### src/rtl/core/timed_command_history_average_top_assert.svh
// Assertion helpers, sampled on clk, disabled in rst.
`ifndef TIMED_COMMAND_HISTORY_AVERAGE_TOP_ASSERT_SVH
`define TIMED_COMMAND_HISTORY_AVERAGE_TOP_ASSERT_SVH

// same-cycle implication
`define TCHA_ASSERT_IMPL(label, ante, cons, msg) \
  label: assert property (@(posedge clk) disable iff (rst) (ante) |-> (cons)) else $error(msg);

// next-cycle implication
`define TCHA_ASSERT_NEXT(label, ante, cons, msg) \
  label: assert property (@(posedge clk) disable iff (rst) (ante) |=> (cons)) else $error(msg);

`endif

### src/rtl/core/tcha_pkg.sv
`timescale 1ns / 1ps
package tcha_pkg;
  localparam int HISTORY_DEPTH = 64;
  localparam int PTR_W = $clog2(HISTORY_DEPTH);
  localparam int CNT_W = 7;
  localparam int TIME_W = 48;
  localparam int CMDV_W = 16;
  localparam int WIN_W = 24;
  localparam int QUEUE_DEPTH = 2;
  localparam logic [WIN_W-1:0] MIN_WINDOW_RESET = 24'd10000;

  localparam logic [1:0] CMD_APPEND = 2'd0;
  localparam logic [1:0] CMD_QUERY  = 2'd1;
  localparam logic [1:0] CMD_DELETE = 2'd2;
  localparam logic [1:0] CMD_CLEAR  = 2'd3;

  localparam logic [2:0] ST_OK       = 3'd0;
  localparam logic [2:0] ST_OLDER    = 3'd1;
  localparam logic [2:0] ST_FUTURE   = 3'd2;
  localparam logic [2:0] ST_REVERSED = 3'd3;
  localparam logic [2:0] ST_EMPTY    = 3'd4;
  localparam logic [2:0] ST_BEFORE   = 3'd5;
  localparam logic [2:0] ST_SHORT    = 3'd6;
  localparam logic [2:0] ST_FULL     = 3'd7;

  typedef struct packed {
    logic [1:0]               cmd;
    logic signed [CMDV_W-1:0] speed_cmd;
    logic signed [CMDV_W-1:0] turn_cmd;
    logic [TIME_W-1:0]        time_a;
    logic [TIME_W-1:0]        time_b;
    logic [TIME_W-1:0]        now_time;
  } in_beat_t;

  typedef struct packed {
    logic [2:0]               status;
    logic signed [CMDV_W-1:0] avg_speed;
    logic signed [CMDV_W-1:0] avg_turn;
    logic [CNT_W-1:0]         entry_count;
  } out_beat_t;

  typedef struct packed {
    logic [1:0]               cmd;
    logic signed [CMDV_W-1:0] speed;
    logic signed [CMDV_W-1:0] turn;
    logic [TIME_W-1:0]        time_a;
    logic [TIME_W-1:0]        time_b;
    logic [TIME_W-1:0]        window;
    logic                     reversed;
    logic                     future;
    logic                     too_short;
  } job_t;
endpackage

### src/rtl/core/tcha_queue.sv
`timescale 1ns / 1ps
module tcha_queue (
  input  logic           clk,
  input  logic           rst,
  input  logic           push,
  input  tcha_pkg::job_t job_in,
  output logic           full,
  input  logic           pop,
  output logic           avail,
  output tcha_pkg::job_t job_out
);
  import tcha_pkg::*;

  localparam int QP_W = $clog2(QUEUE_DEPTH);
  localparam int QC_W = $clog2(QUEUE_DEPTH + 1);

  job_t            slots [QUEUE_DEPTH];
  logic [QP_W-1:0] wptr;
  logic [QP_W-1:0] rptr;
  logic [QC_W-1:0] fill;

  assign full    = fill == QC_W'(QUEUE_DEPTH);
  assign avail   = fill != '0;
  assign job_out = slots[rptr];

  always_ff @(posedge clk) begin
    if (push) slots[wptr] <= job_in;
  end

  always_ff @(posedge clk) begin
    if (rst) begin
      wptr <= '0;
      rptr <= '0;
      fill <= '0;
    end else begin
      if (push) wptr <= (wptr == QP_W'(QUEUE_DEPTH - 1)) ? '0 : wptr + QP_W'(1);
      if (pop)  rptr <= (rptr == QP_W'(QUEUE_DEPTH - 1)) ? '0 : rptr + QP_W'(1);
      fill <= fill + QC_W'(push) - QC_W'(pop);
    end
  end
endmodule

### config.mk
export PLATFORM = sky130hd
export DESIGN_NAME = tcha_queue
export DESIGN_NICKNAME = d
export VERILOG_FILES = /design/src/rtl/core/timed_command_history_average_top_assert.svh /design/src/rtl/core/tcha_pkg.sv /design/src/rtl/core/tcha_queue.sv
export SDC_FILE = /design/constraint.sdc
export NUM_CORES = 1
export LEC_CHECK = 0
export BUFFER_PORTS_ARGS = -buffer_cell sky130_fd_sc_hd__clkbuf_2
export CORE_ASPECT_RATIO = 1.4
export CORE_MARGIN = 5
export CORE_UTILIZATION = 25
export DETAILED_ROUTE_END_ITERATION = 6
export GPL_TIMING_DRIVEN = 1
export PLACE_DENSITY_LB_ADDON = 0.05
export REMOVE_ABC_BUFFERS = 1
export SYNTH_ARGS = -nofsm -noshare
export SYNTH_HDL_FRONTEND = slang
export SYNTH_SLANG_ARGS = --single-unit
### constraint.sdc
create_clock -name clk -period 11.1 [get_ports clk]
set_input_delay 0.555 -clock clk [delete_from_list [all_inputs] [get_ports clk]]
set_output_delay 0.555 -clock clk [all_outputs]
set_load 0.02 [all_outputs]
==> impl_metrics.json <==
{
  "ys_warn_count": 0,
  "critPathRequiredTime_ps": 10550,
  "period_needed_ps": 3191,
  "floorplan.die.height_um": 286.3,
  "hold_buffers": 0,
  "cts_tree": "built",
  "drive_gt1_share_pct": 60.62,
  "synth_adder_area_share_pct": 0.1835,
  "crit_arrival_ps": 2640,
  "yosysMostFrequentCell": "edfxtp_1",
  "dieArea_mm2": 0.05937,
  "worstSetupPathType": "reg -> out",
  "vdd_drop_max_mv": 0.1377,
  "timing.fmax_mhz": 313.4,
  "max-slew-margin-rel_pct": 27.41,
  "synth_seq_cells": 367,
  "rsz0062_at_grt": "false",
  "ctsHtreeMaxLevel": 2,
  "synth_area_leaders": "edfxtp_1 (80%), mux2_4 (9.9%), mux2_2 (7.5%)",
  "root_buffer": "clkbuf_16",
  "leakage_nw": 6.681,
  "routedWlPerCell_um": 20.25,
  "grt_use_total_pct": 11.27,
  "core_mm2": 0.05409,
  "dpl.hpwl_mm": 23.77,
  "async_reset_ff_share_pct": 0,
  "grt_max_degree": 66,
  "drc_errors": 0,
  "ys_seq_area_share_pct": 80.46,
  "syn_inst": 584,
  "initialDrtViolationCount": 191,
  "via_per_inst": 3.930,
  "r2r.worst_path.cells": 3,
  "synthesis.area_mm2": 0.01363,
  "synth_commonest_cells": "edfxtp_1 (362), mux2_2 (91), mux2_4 (90)",
  "synth-main-ff-cell": "edfxtp_1",
  "cap_violations": 0,
  "path_clk_slew_ps": 60,
  "synth_top_family_by_area": "multiplexers",
  "period_share_pct": 28.75,
  "status": "completed",
  "tightest_slew_ps": 1089,
  "nets": 1170,
  "synth_top_area_share_pct": 79.73,
  "globalplace.congestion": 0.7033,
  "cp-end-kind": "primary output",
  "slew_violations": 0,
  "vias": 6795,
  "crit_fanout": 65,
  "power_mw": 3.326,
  "hold_viol": 0,
  "clock_latency_ps": 540,
  "max-clock-path-buffers": 3,
  "synth_compound_area_share_pct": 0,
  "io_pins": 368,
  "fin_skew_ps": 16.39,
  "overflow": 0,
  "r2r_setup_slack_ps": 8430,
  "area_delta_synth_final_pct": 28.26,
  "cts_sinks": 367,
  "synth_xor_area_share_pct": 0.2937,
  "antenna_found_initial": 4,
  "holdPathStages": 1,
  "synthSimpleGateAreaFrac_pct": 0.3395,
  "grt_pass1_wl_mm": 49.69,
  "hold_class": "in -> reg",
  "yosysTopAreaCell": "edfxtp_1",
  "synthMuxAreaShare_pct": 17.43,
  "syn_avg_cell_area_um2": 23.35,
  "rows": 101,
  "holdCritStartpoint": "job_in[112]",
  "post-cts-setup-buffers": 0,
  "min_to": "slots[0][112]",
  "final_antenna_net_count": 0,
  "cp-start-kind": "flop",
  "setup-tns-final_ps": 0,
  "synth_edf_count": 362,
  "setup_viol": 0,
  "start_util_pct": 25.21,
  "num_antenna_cells": 0,
  "r2r_start": "wptr",
  "grt_pass1_vias": 7161,
  "cts_buffers": 41,
  "ys_types": 14,
  "portBuffers": 367,
  "finalWirelength_mm": 35.02,
  "r2r_end": "slots[1][140]",
  "die_x_um": 207.4,
  "firstDrtPassIters": 4,
  "power_density_mw_per_mm2": 190.2,
  "cts_resized": 0
}
## metal layers
layer | track usage (%) | vias up | routed length (µm)
met5 | 0 | - | 27
met4 | 3.804 | 4 | 925
met3 | 4.461 | 53 | 2743
met2 | 20.35 | 214 | 18540
met1 | 12.02 | 3395 | 12780
li1 | - | 3129 | -
## placed cells by master, fill, tap and decap left out
cell | netlist | layout
clkinv_2 | 0 | 5
clkbuf_1 | 0 | 11
dfxtp_1 | 5 | 4
dfxtp_4 | 0 | 1
ha_1 | 2 | 2
clkinv_1 | 0 | 7
xnor3_1 | 1 | 1
inv_1 | 2 | 2
edfxtp_1 | 362 | 362
nor2b_1 | 3 | 2
xnor2_1 | 2 | 2
mux2_4 | 90 | 90
inv_6 | 0 | 1
mux2_2 | 91 | 91
and2_4 | 0 | 1
clkbuf_16 | 0 | 41
clkbuf_2 | 0 | 367
nor2_1 | 4 | 4
or2_2 | 1 | 1
bufinv_16 | 0 | 2
buf_4 | 0 | 9
clkbuf_8 | 0 | 1
nor2b_4 | 0 | 1
## worst max-delay path: stages, from the launching register on
cell and delay, ps:
dfxtp_4 540, buf_4 850, mux2_2 440, clkbuf_2 160
## power by group
group	switching, mW	total [mW]	internal (mW)
sequential	0.0203	1.64	1.62
combinational	0.260	0.434	0.175
clock	0.524	1.25	0.728
## worst max-delay path by stage
stage / to / start
after floorplan: slots[0][0] / push
after global placement: slots[1][135] / push
after detailed placement: slots[1][135] / push
after CTS: job_out[19] / flop
after global routing: job_out[0] / flop
final: job_out[0] / flop
## cell families (layout without fill, tap and decap cells)
kind of cell               after synthesis  in the layout
muxes                                  181            181
buffers and inverters                   22            446
xor gates and xnor gates                 3              3
and+or+nand+nor                          9              9
DFF                                    367            367
adders and majority gates                2              2
## area by class of cell
type,count,area [µm²]
clock buffer,53,1081
multi-input combinational,195,2497
sequential,367,10970
timing repair buffer,376,1904
fill,5420,36600
inverter,2,7.507
clock inverter,15,120.1
tap,721,902.1
## through the flow
step	hold slack, ps	cells	setup slack [ps]	cell area (µm²)	utilization [%]
detailed placement	501.9	1661	8020	16290	30.11
floorplan	479.9	564	1987	13470	-
global route	158.7	1729	7727	17490	32.33
global placement	493.8	1661	8036	16290	30.11
CTS	153.6	1729	7778	17490	32.33
finish	195.9	1729	7909	17490	32.33
## sequential cells by signal (all words and copies together), names as in the netlist, named ones only
register and cells:
rptr 1, fill 2, wptr 1, slots 362
No activity file was read; power rests on OpenSTA's default activity.
