File: config.mk
export PLATFORM = sky130hd
export DESIGN_NAME = tcha_front
export DESIGN_NICKNAME = d
export VERILOG_FILES = /design/src/rtl/core/timed_command_history_average_top_assert.svh /design/src/rtl/core/tcha_pkg.sv /design/src/rtl/core/tcha_front.sv
export SDC_FILE = /design/constraint.sdc
export NUM_CORES = 1
export LEC_CHECK = 0
export ABC_AREA = 1
export ABC_CLOCK_PERIOD_IN_PS = 2710
export BUFFER_PORTS_ARGS = -buffer_cell sky130_fd_sc_hd__buf_2
export CORE_AREA = 2 2 152 154
export DETAILED_ROUTE_END_ITERATION = 8
export DIE_AREA = 0 0 154 156
export PLACE_DENSITY = 0.64
export SETUP_SLACK_MARGIN = 0.4
export SLEW_MARGIN = 10
export SYNTH_ARGS = -nofsm -noshare
export SYNTH_HDL_FRONTEND = slang
export SYNTH_SLANG_ARGS = --single-unit
File: constraint.sdc
create_clock -name vclk -period 2.71
set_input_delay 0.271 -clock vclk [all_inputs]
set_output_delay 0.271 -clock vclk [all_outputs]
set_load 0.1 [all_outputs]
File: src/rtl/core/timed_command_history_average_top_assert.svh
// Assertion helpers, sampled on clk, disabled in rst.
`ifndef TIMED_COMMAND_HISTORY_AVERAGE_TOP_ASSERT_SVH
`define TIMED_COMMAND_HISTORY_AVERAGE_TOP_ASSERT_SVH

// same-cycle implication
`define TCHA_ASSERT_IMPL(label, ante, cons, msg) \
  label: assert property (@(posedge clk) disable iff (rst) (ante) |-> (cons)) else $error(msg);

// next-cycle implication
`define TCHA_ASSERT_NEXT(label, ante, cons, msg) \
  label: assert property (@(posedge clk) disable iff (rst) (ante) |=> (cons)) else $error(msg);

`endif

File: src/rtl/core/tcha_pkg.sv
`timescale 1ns / 1ps
package tcha_pkg;
  localparam int HISTORY_DEPTH = 64;
  localparam int PTR_W = $clog2(HISTORY_DEPTH);
  localparam int CNT_W = 7;
  localparam int TIME_W = 48;
  localparam int CMDV_W = 16;
  localparam int WIN_W = 24;
  localparam int QUEUE_DEPTH = 2;
  localparam logic [WIN_W-1:0] MIN_WINDOW_RESET = 24'd10000;

  localparam logic [1:0] CMD_APPEND = 2'd0;
  localparam logic [1:0] CMD_QUERY  = 2'd1;
  localparam logic [1:0] CMD_DELETE = 2'd2;
  localparam logic [1:0] CMD_CLEAR  = 2'd3;

  localparam logic [2:0] ST_OK       = 3'd0;
  localparam logic [2:0] ST_OLDER    = 3'd1;
  localparam logic [2:0] ST_FUTURE   = 3'd2;
  localparam logic [2:0] ST_REVERSED = 3'd3;
  localparam logic [2:0] ST_EMPTY    = 3'd4;
  localparam logic [2:0] ST_BEFORE   = 3'd5;
  localparam logic [2:0] ST_SHORT    = 3'd6;
  localparam logic [2:0] ST_FULL     = 3'd7;

  typedef struct packed {
    logic [1:0]               cmd;
    logic signed [CMDV_W-1:0] speed_cmd;
    logic signed [CMDV_W-1:0] turn_cmd;
    logic [TIME_W-1:0]        time_a;
    logic [TIME_W-1:0]        time_b;
    logic [TIME_W-1:0]        now_time;
  } in_beat_t;

  typedef struct packed {
    logic [2:0]               status;
    logic signed [CMDV_W-1:0] avg_speed;
    logic signed [CMDV_W-1:0] avg_turn;
    logic [CNT_W-1:0]         entry_count;
  } out_beat_t;

  typedef struct packed {
    logic [1:0]               cmd;
    logic signed [CMDV_W-1:0] speed;
    logic signed [CMDV_W-1:0] turn;
    logic [TIME_W-1:0]        time_a;
    logic [TIME_W-1:0]        time_b;
    logic [TIME_W-1:0]        window;
    logic                     reversed;
    logic                     future;
    logic                     too_short;
  } job_t;
endpackage

File: src/rtl/core/tcha_front.sv
`timescale 1ns / 1ps
module tcha_front (
  input  logic                   cmd_valid,
  output logic                   cmd_stall,
  input  tcha_pkg::in_beat_t     cmd_data,
  input  logic [tcha_pkg::WIN_W-1:0] min_window,
  input  logic                   q_full,
  output logic                   push,
  output tcha_pkg::job_t         job
);
  import tcha_pkg::*;

  logic [TIME_W-1:0] window;

  assign cmd_stall = q_full;
  assign push      = cmd_valid && !q_full;
  assign window    = cmd_data.time_b - cmd_data.time_a;

  always_comb begin
    job.cmd       = cmd_data.cmd;
    job.speed     = cmd_data.speed_cmd;
    job.turn      = cmd_data.turn_cmd;
    job.time_a    = cmd_data.time_a;
    job.time_b    = cmd_data.time_b;
    job.window    = window;
    job.reversed  = cmd_data.time_b < cmd_data.time_a;
    job.future    = cmd_data.time_a > cmd_data.now_time;
    job.too_short = window <= {{(TIME_W-WIN_W){1'b0}}, min_window};
  end
endmodule

==> metrics.yaml, run 1 <==
drv_slew: 0
port_buffers: 319
synth_top_area_share_pct: 21.20
nFlopsAndLatches: 0
synth-xor-area-share_pct: 2.844
n_antenna_cell: 0
yosysWarnings: 0
critical_path_class: "in -> out"
critPathBufInv: 4
syn_area_sq_um: 7083
violations: "setup timing"
synth_top_family_by_area: "simple AND/OR/NAND/NOR gates"
fmax_ghz: 0.2980
vias_per_cell: 4.528
crit_chain: "buf_12 > inv_12 > ha_4 > inv_4 > fa_2 > nand3_2 > nand3_4 > nand3_2 > nand3b_1 > nand3_2 > nand3_4 > xor2_4 > ha_4 > nand4_1 > nor3_2 > nand3_1 > nand2_2 > nand3_2 > nor2_2 > nand2_2 > nor2_4 > buf_12"
drc: 0
grt_max_degree: 6
slowest_stage: "fa_2"
num_rows: 55
dieArea_sq_um: 24020
nets: 2080
critPathCaptureType: "output port"
muxShareOfSynthArea_pct: 0
drive_gt1_share_pct: 57.96
arrival_ps: 3080
drt-pass1-iter-count: 5
drtIter0Drc: 332
stdcell_area_sq_um: 13560
cp-start-kind: "input pin"
synth_compound_area_share_pct: 10.12
p_per_area_nw_per_um2: 397.7
rsz0062_at_grt: "yes"
ctsHoldBuffers: 0
hold_viol_final: 0
die_h_um: 156
place_congestion: 0.9326
grt_usage_pct: 23.39
synth_area_leaders: "ha_1 21%, nand2_1 19%, inv_1 16%"
grt_pass1_vias: 9123
p_total_mw: 5.391
die_w_um: 154
critPathRequiredTime_ps: 2440
synth.most_common_cell: "nand2_1"
syn_inst: 1282
clock_buffers: 0
worst_slack_ps: -645.6
antenna_found_initial: 0
min_period_ps: 3356
critPathMaxFanout: 4
core_area_sq_um: 22370
critPathTopFamily: "simple AND/OR/NAND/NOR gates"
ys_types: 32
synth_top_area_cell: "ha_1"
max_stage_delay_ps: 340
finalSetupViolations: 3
worst_pin_slew_ps: 543.3
grt_pass1_wl_um: 45400
hold_path_class: "in -> out"
leakage_nw: 7.423
seq_area_frac_synth_pct: 0
finalCritPeriodShare_pct: 123.8
dpl-instance-area_sq_um: 11260
preCtsSetupSlack_ps: -814.9
dp.final_hpwl_um: 25800
outcome: "finished, violations left"
drv_cap: 0
num_vias: 9228
synth-simple-area-share_pct: 35.14
start_util_pct: 31.67
pin_count: 387
wire_per_inst_um: 14.74
slew_headroom_pct: 63.44
fillers: 2013
ff_latch_area_sq_um: 0
routed_wl_um: 30050
cpMostUsedCell: "nand3_2"
ys_top_cells_by_count: "351 x nand2_1, 304 x inv_1, 131 x buf_4, 120 x ha_1, 81 x nor2_1"
syn2layout_area_growth_pct: 91.38
synth_nets: 1607
synthAdderAreaFrac_pct: 21.48
avgSynthCellArea_sq_um: 5.525
peakVddDrop_mv: 0.2510
grt_overflow_total: 0
ant_nets: 0
## worst paths after layout
check | from | to | slack, ps | cells after the start
setup / recovery | cmd_data[48] | job[0] | -650 | 22
hold / removal | cmd_data[147] | job[150] | 540 | 0
## cell type report
type                            count  area [sq um]  area share, %
Multi-Input combinational cell    839          7114          52.48
Timing Repair Buffer              602          4835          35.67
Inverter                          312          1250          9.221
Tap cell                          285         356.6          2.631
## where the power goes
| part | leakage [nW] | switching, mW | total (mW) | internal, mW |
|---|---|---|---|---|
| clock network | 0 | 0 | 0 | 0 |
| logic | 7.42 | 3.35 | 5.39 | 2.04 |
| registers | 0 | 0 | 0 | 0 |
| total | 7.42 | 3.35 | 5.39 | 2.04 |
## per-stage QoR
step                      utilization, %  TNS (ps)  hold WS [ps]  cells
final                              60.61    -807.6         542.0   2038
after global routing               60.61     -1546         542.1   2038
after CTS                          57.42    -792.8         542.7   2025
after detailed placement           50.37     -1182         542.7   1992
after global placement             50.37     -1040         542.7   1992
after floorplan                        -     -1213         753.5   1282
## logic make-up (layout without fill, tap and decap cells)
family                     count (synthesis)  count (layout)
AOI/OAI and AO/OA                        127             127
xor gates and xnor gates                  23              23
buffers and inverters                    443             914
adders and majority gates                121             121
and+or+nand+nor                          568             568
## layout by cell type, fill, tap and decap left out, types with 16 or more instances in the layout
cell	instances
nand2_4	50
nor2_1	58
nand2_1	228
a21oi_1	46
nand2_2	99
nor2_2	17
buf_12	47
ha_4	50
nand3_1	21
buf_2	247
nor2_4	28
xor2_4	16
a21oi_2	22
buf_4	219
inv_2	46
ha_1	69
buf_6	86
inv_1	244
nand3_2	16
## routing by layer
layer | up-vias | global-route usage, % | wire, um
li1 | 4744 | - | -
met1 | 4213 | 31.26 | 13570
met2 | 243 | 43.05 | 14850
met3 | 28 | 1.056 | 1271
met4 | 0 | 2.314 | 353
met5 | - | 0 | 0
## timing repair
| item | 4_1_cts | 5_1_grt |
|---|---|---|
| cloned | 0 | 0 |
| pin swaps | 91 | 77 |
| setup buffers | 33 | 13 |
| endpoints found under the setup margin | 33 | 37 |
| resized for setup | 329 | 159 |
No activity file was read; power rests on OpenSTA's default activity.
==> run 2: changes to the inputs <==
- BUFFER_PORTS_ARGS: -buffer_cell sky130_fd_sc_hd__buf_2 -> unset
- CORE_AREA: 2 2 152 154 -> 2 2 151 153
- DIE_AREA: 0 0 154 156 -> 0 0 153 155
- DONT_BUFFER_PORTS: unset -> 1
- PLACE_DENSITY: 0.64 -> 0.48
==> metrics.yaml, run 2 (synthesized netlist as in run 1, its figures left out) <==
outcome: "finished, violations left"
violations: "setup timing"
drv_slew: 0  # unchanged
rsz0062_at_grt: "yes"
grt_pass1_vias: 7870  # -14%
cp-start-kind: "input pin"
final_cell_mix: "261 x inv_1, 243 x nand2_1, 223 x buf_4"
drt-pass1-iter-count: 5  # unchanged
syn2layout_area_growth_pct: 59.97
hold_viol_final: 0  # unchanged
critPathRequiredTime_ps: 2440  # about the same
arrival_ps: 3190  # +110 ps
hold_depth: 0  # unchanged
num_rows: 55  # unchanged
dieArea_sq_um: 23720  # -1.3%
wire_per_inst_um: 15.24  # +3.3%
port_buffers: 0  # -100%
drive_gt1_share_pct: 45.92  # -12 points
hold_end: "job[54]"
grt_pass1_wl_um: 40770  # -10%
dp.final_hpwl_um: 23240  # -9.9%
fmax_ghz: 0.2887  # -3.1%
num_vias: 7932  # -14%
n_antenna_cell: 0  # unchanged
max_stage_delay_ps: 340  # about the same
ff_latch_area_sq_um: 0  # unchanged
p_int_mw: 1.650  # -19%
p_per_area_nw_per_um2: 373.2  # -6.2%
worst_slack_ps: -753.5  # -108.0 ps
final_common_cell: "inv_1"
core_area_sq_um: 22230  # -0.62%
drc: 0  # unchanged
die_h_um: 155  # -0.64%
hold_path_class: "in -> out"
place_congestion: 0.9068  # -2.8%
pin_count: 387  # unchanged
ant_nets: 0  # unchanged
worst_pin_slew_ps: 815.9  # +272.5 ps
critical_path_class: "in -> out"
swShare_pct: 60.98  # -1.1 points
drv_cap: 0  # unchanged
p_total_mw: 4.228  # -22%
p_sw_mw: 2.579  # -23%
clock_buffers: 0  # unchanged
share_comb_of_total_power_pct: 100.0  # about the same
slew_headroom_pct: 45.55  # -18 points
grt_usage_pct: 21.28  # -2.1 points
grt_max_degree: 6  # unchanged
finalSetupTns_ps: -1341  # -533.8 ps
finalSetupViolations: 5  # +2
nets: 1786  # -14%
critPathTopFamily: "simple AND/OR/NAND/NOR gates"
vias_per_cell: 4.548  # +0.45%
dpl-instance-area_sq_um: 9313  # -17%
nFlopsAndLatches: 0  # unchanged
fin_hold_ws_ps: 542.0  # -0.008000 ps
finalCritPeriodShare_pct: 127.8  # +4.0 points
peakVddDrop_mv: 0.2583  # +2.9%
slowest_stage: "fa_2"
critPathBufInv: 3  # -1
antenna_found_initial: 0  # unchanged
cpMostUsedCell: "nand3_2"
critPathCaptureType: "output port"
hold_start: "cmd_data[51]"
min_period_ps: 3464  # +108.0 ps
pwr-share-clk_pct: 0  # unchanged
leakage_nw: 6.074  # -18%
die_w_um: 153  # -0.65%
critPathMaxFanout: 4  # unchanged
stdcell_area_sq_um: 11330  # -16%
routed_wl_um: 26570  # -12%
drtIter0Drc: 351  # +5.7%
grt_overflow_total: 0  # unchanged
power_frac_seq_pct: 0  # unchanged
start_util_pct: 31.87  # +0.20 points
crit_chain: "clkinv_16 > ha_4 > inv_4 > fa_2 > nand3_2 > nand3_4 > nand3_2 > nand3b_1 > nand3_2 > nand3_4 > xor2_4 > ha_4 > nand4_1 > nor3_2 > nand3_1 > nand2_2 > nand3_2 > nor2_1 > nand2_1 > nor2_4 > buf_12"
==> run 2: cell count changes in the layout (fill, tap and decap cells not counted), sizes merged <==
| cell | change |
|---|---|
| clkinv | +1 |
| clkinvlp | +1 |
| inv | -2 |
| buf | -294 |
==> run 2: worst max path at each step <==
stage | cells past startpoint | start | to
5_1_grt | 21 | cmd_data[48] | job[0]
4_1_cts | 23 | cmd_data[48] | job[0]
3_3_place_gp | 22 | cmd_data[105] | job[0]
6_report | 21 | cmd_data[48] | job[0]
2_1_floorplan | 21 | cmd_data[48] | job[0]
3_5_place_dp | 21 | cmd_data[48] | job[0]
==> run 2: timing repair <==
action	in CTS	in global routing
cloned	0	0
endpoints found under the setup margin	30	34
gates resized for setup	230	204
hold buffers	0	0
buffers inserted	18	23
pin swaps	51	80
==> run 2: power by group through the flow <==
stage                     sequential [mW]  clock (mW)  combinational, mW
after floorplan                         0           0               3.28
final                                   0           0               4.23
after global routing                    0           0               4.50
after CTS                               0           0               3.91
after global placement                  0           0               3.51
after detailed placement                0           0               3.52
==> run 2: routing by layer <==
layer / GRT usage, % / wire length, um
met1: 29.59 / 12560
met2: 37.90 / 12620
met3: 1.643 / 1263
met4: 0.8818 / 129
met5: 0 / 0
==> run 2: layout make-up <==
cell class	count	area, sq um
fillers	2300	10900
multi-input cells	839	6840
repair buffers	308	2867
inverters	312	1267
well taps	285	356.6
==> run 2: metrics by stage <==
stage	worst slack (ps)	util (%)	cells
floorplan	-1213	-	1282
global placement	-765.7	41.90	1703
detailed placement	-806.0	41.90	1703
CTS	-699.2	46.72	1721
global route	-904.3	50.98	1744
finish	-753.5	50.98	1744
==> run 3: changes to the inputs <==
- ABC_CLOCK_PERIOD_IN_PS: 2710 -> 3610
- CORE_AREA: 2 2 151 153 -> 2 2 152 154
- DIE_AREA: 0 0 153 155 -> 0 0 154 156
- PLACE_DENSITY: 0.48 -> 0.46
- clock period: 2.71 -> 3.61 ns (I/O delays scaled with it)
==> metrics.yaml, run 3 (synthesized netlist as in run 1, its figures left out) <==
outcome: "complete, no violations"
drv_slew: 0  # unchanged
place_inst: 1556  # -8.6%
p_sw_mw: 1.674  # -35%
drv_cap: 0  # unchanged
antenna_found_initial: 0  # unchanged
fmax_ghz: 0.2842
fillers: 2571  # +12%
use_met2_pct: 31.80  # -6.1 points
slew_headroom_pct: 30.04  # -16 points
hold_viol_final: 0  # unchanged
drive_gt1_share_pct: 22.15  # -24 points
met1_usage_pct: 27.01  # -2.6 points
drc: 0  # unchanged
critPathRequiredTime_ps: 3250  # +810 ps
cp-start-kind: "input pin"
arrival_ps: 3160  # -30 ps
fin_util_pct: 36.87  # -14 points
grt_overflow_total: 0  # unchanged
worst_pin_slew_ps: 1048  # +232.4 ps
grt_max_degree: 6  # unchanged
clock_buffers: 0  # unchanged
drt-pass1-iter-count: 5  # unchanged
core_area_sq_um: 22370  # +0.62%
min_period_ps: 3518
swShare_pct: 70.30  # +9.3 points
finalSetupViolations: 0  # -5
peakVddDrop_mv: 0.1892  # -27%
p_int_mw: 0.7075  # -57%
ff_latch_area_sq_um: 0  # unchanged
p_per_area_nw_per_um2: 288.9  # -23%
dieArea_sq_um: 24020  # +1.3%
port_buffers: 0  # unchanged
pin_count: 387  # unchanged
ant_nets: 0  # unchanged
ctsHoldBuffers: 0  # unchanged
critPathCaptureType: "output port"
critPathBufInv: 3  # unchanged
dp.final_hpwl_um: 21610  # -7.0%
gr-usage-met3_pct: 1.472  # -0.17 points
slowest_stage: "fa_2"
die_w_um: 154  # +0.65%
grt_usage_pct: 18.83  # -2.5 points
grt-busiest-layer: "met2"
fin_cells: 1567  # -10%
pwr-share-clk_pct: 0  # unchanged
finalCritPeriodShare_pct: 97.46
final_cell_mix: "336 x nand2_1, 300 x inv_1, 127 x buf_4"
nFlopsAndLatches: 0  # unchanged
final_common_cell: "nand2_1"
grt_pass1_vias: 6993  # -11%
routed_wl_um: 23400  # -12%
die_h_um: 156  # +0.65%
critPathMaxFanout: 4  # unchanged
leakage_nw: 4.788  # -21%
rsz0062_at_grt: "yes"
hold_path_class: "in -> out"
critical_path_class: "in -> out"
start_util_pct: 31.67  # -0.20 points
vias_per_cell: 4.513  # -0.77%
grt_pass1_wl_um: 36250  # -11%
place_congestion: 0.9263  # +2.2%
cpMostUsedCell: "nand3_2"
n_antenna_cell: 0  # unchanged
num_vias: 7072  # -11%
num_rows: 55  # unchanged
power_frac_seq_pct: 0  # unchanged
drtIter0Drc: 304  # -13%
nets: 1609  # -9.9%
syn2layout_area_growth_pct: 16.41
wire_per_inst_um: 14.94  # -2.0%
share_comb_of_total_power_pct: 100.0  # about the same
critPathTopFamily: "simple AND/OR/NAND/NOR gates"
max_stage_delay_ps: 350  # about the same
finalSetupTns_ps: 0  # +1341 ps
crit_chain: "inv_12 > ha_4 > inv_4 > fa_2 > nand3_2 > nand3_4 > nand3_2 > nand3b_1 > nand3_2 > nand3_4 > xor2_4 > ha_1 > nand4_1 > nor3_2 > nand3_1 > nand2_1 > nand3_1 > nor2_1 > nand2_1 > nor2_4 > buf_12"
==> run 3: path summary, 6_finish.rpt <==
check,start,endpoint,cells after the start
worst min-delay path,cmd_data[49],job[52],0
worst max-delay path,cmd_data[48],job[0],21
==> run 3: layer usage <==
layer	routed length (um)	part of all wire (%)
met2	10330	44
met4	265	1.1
met1	11730	50
met3	1078	4.6
met5	0	0
==> run 3: area by class of cell <==
class                      count  area (sq um)  share of cell area [%]
tap                          285         356.6                   4.325
inverter                     312          1186                   14.39
multi-input combinational    839          5678                   68.86
timing repair buffer         131          1025                   12.43
==> run 3: what timing repair did <==
action | 4_1_cts | 5_1_grt
pin swaps | 17 | 18
hold endpoints to repair | 0 | 0
setup buffers | 6 | 5
gates resized for setup | 24 | 57
setup endpoints to repair | 1 | 1
==> run 3: through the flow <==
stage / cell area (sq um) / hold slack (ps) / power [mW] / worst slack [ps]
after floorplan: 7447 / 933.5 / 2.383 / -587.8
after global placement: 7761 / 722.7 / 2.275 / -109.1
after detailed placement: 7761 / 722.7 / 2.278 / -96.35
after CTS: 7903 / 722.7 / 2.311 / 29.16
after global routing: 8245 / 722.1 / 2.573 / -108.9
final: 8245 / 722.0 / 2.382 / 91.77
==> run 3: power by group through the flow <==
stage / clock, mW / combinational (mW) / sequential [mW]
CTS: 0 / 2.31 / 0
global placement: 0 / 2.27 / 0
finish: 0 / 2.38 / 0
global route: 0 / 2.57 / 0
floorplan: 0 / 2.38 / 0
detailed placement: 0 / 2.28 / 0
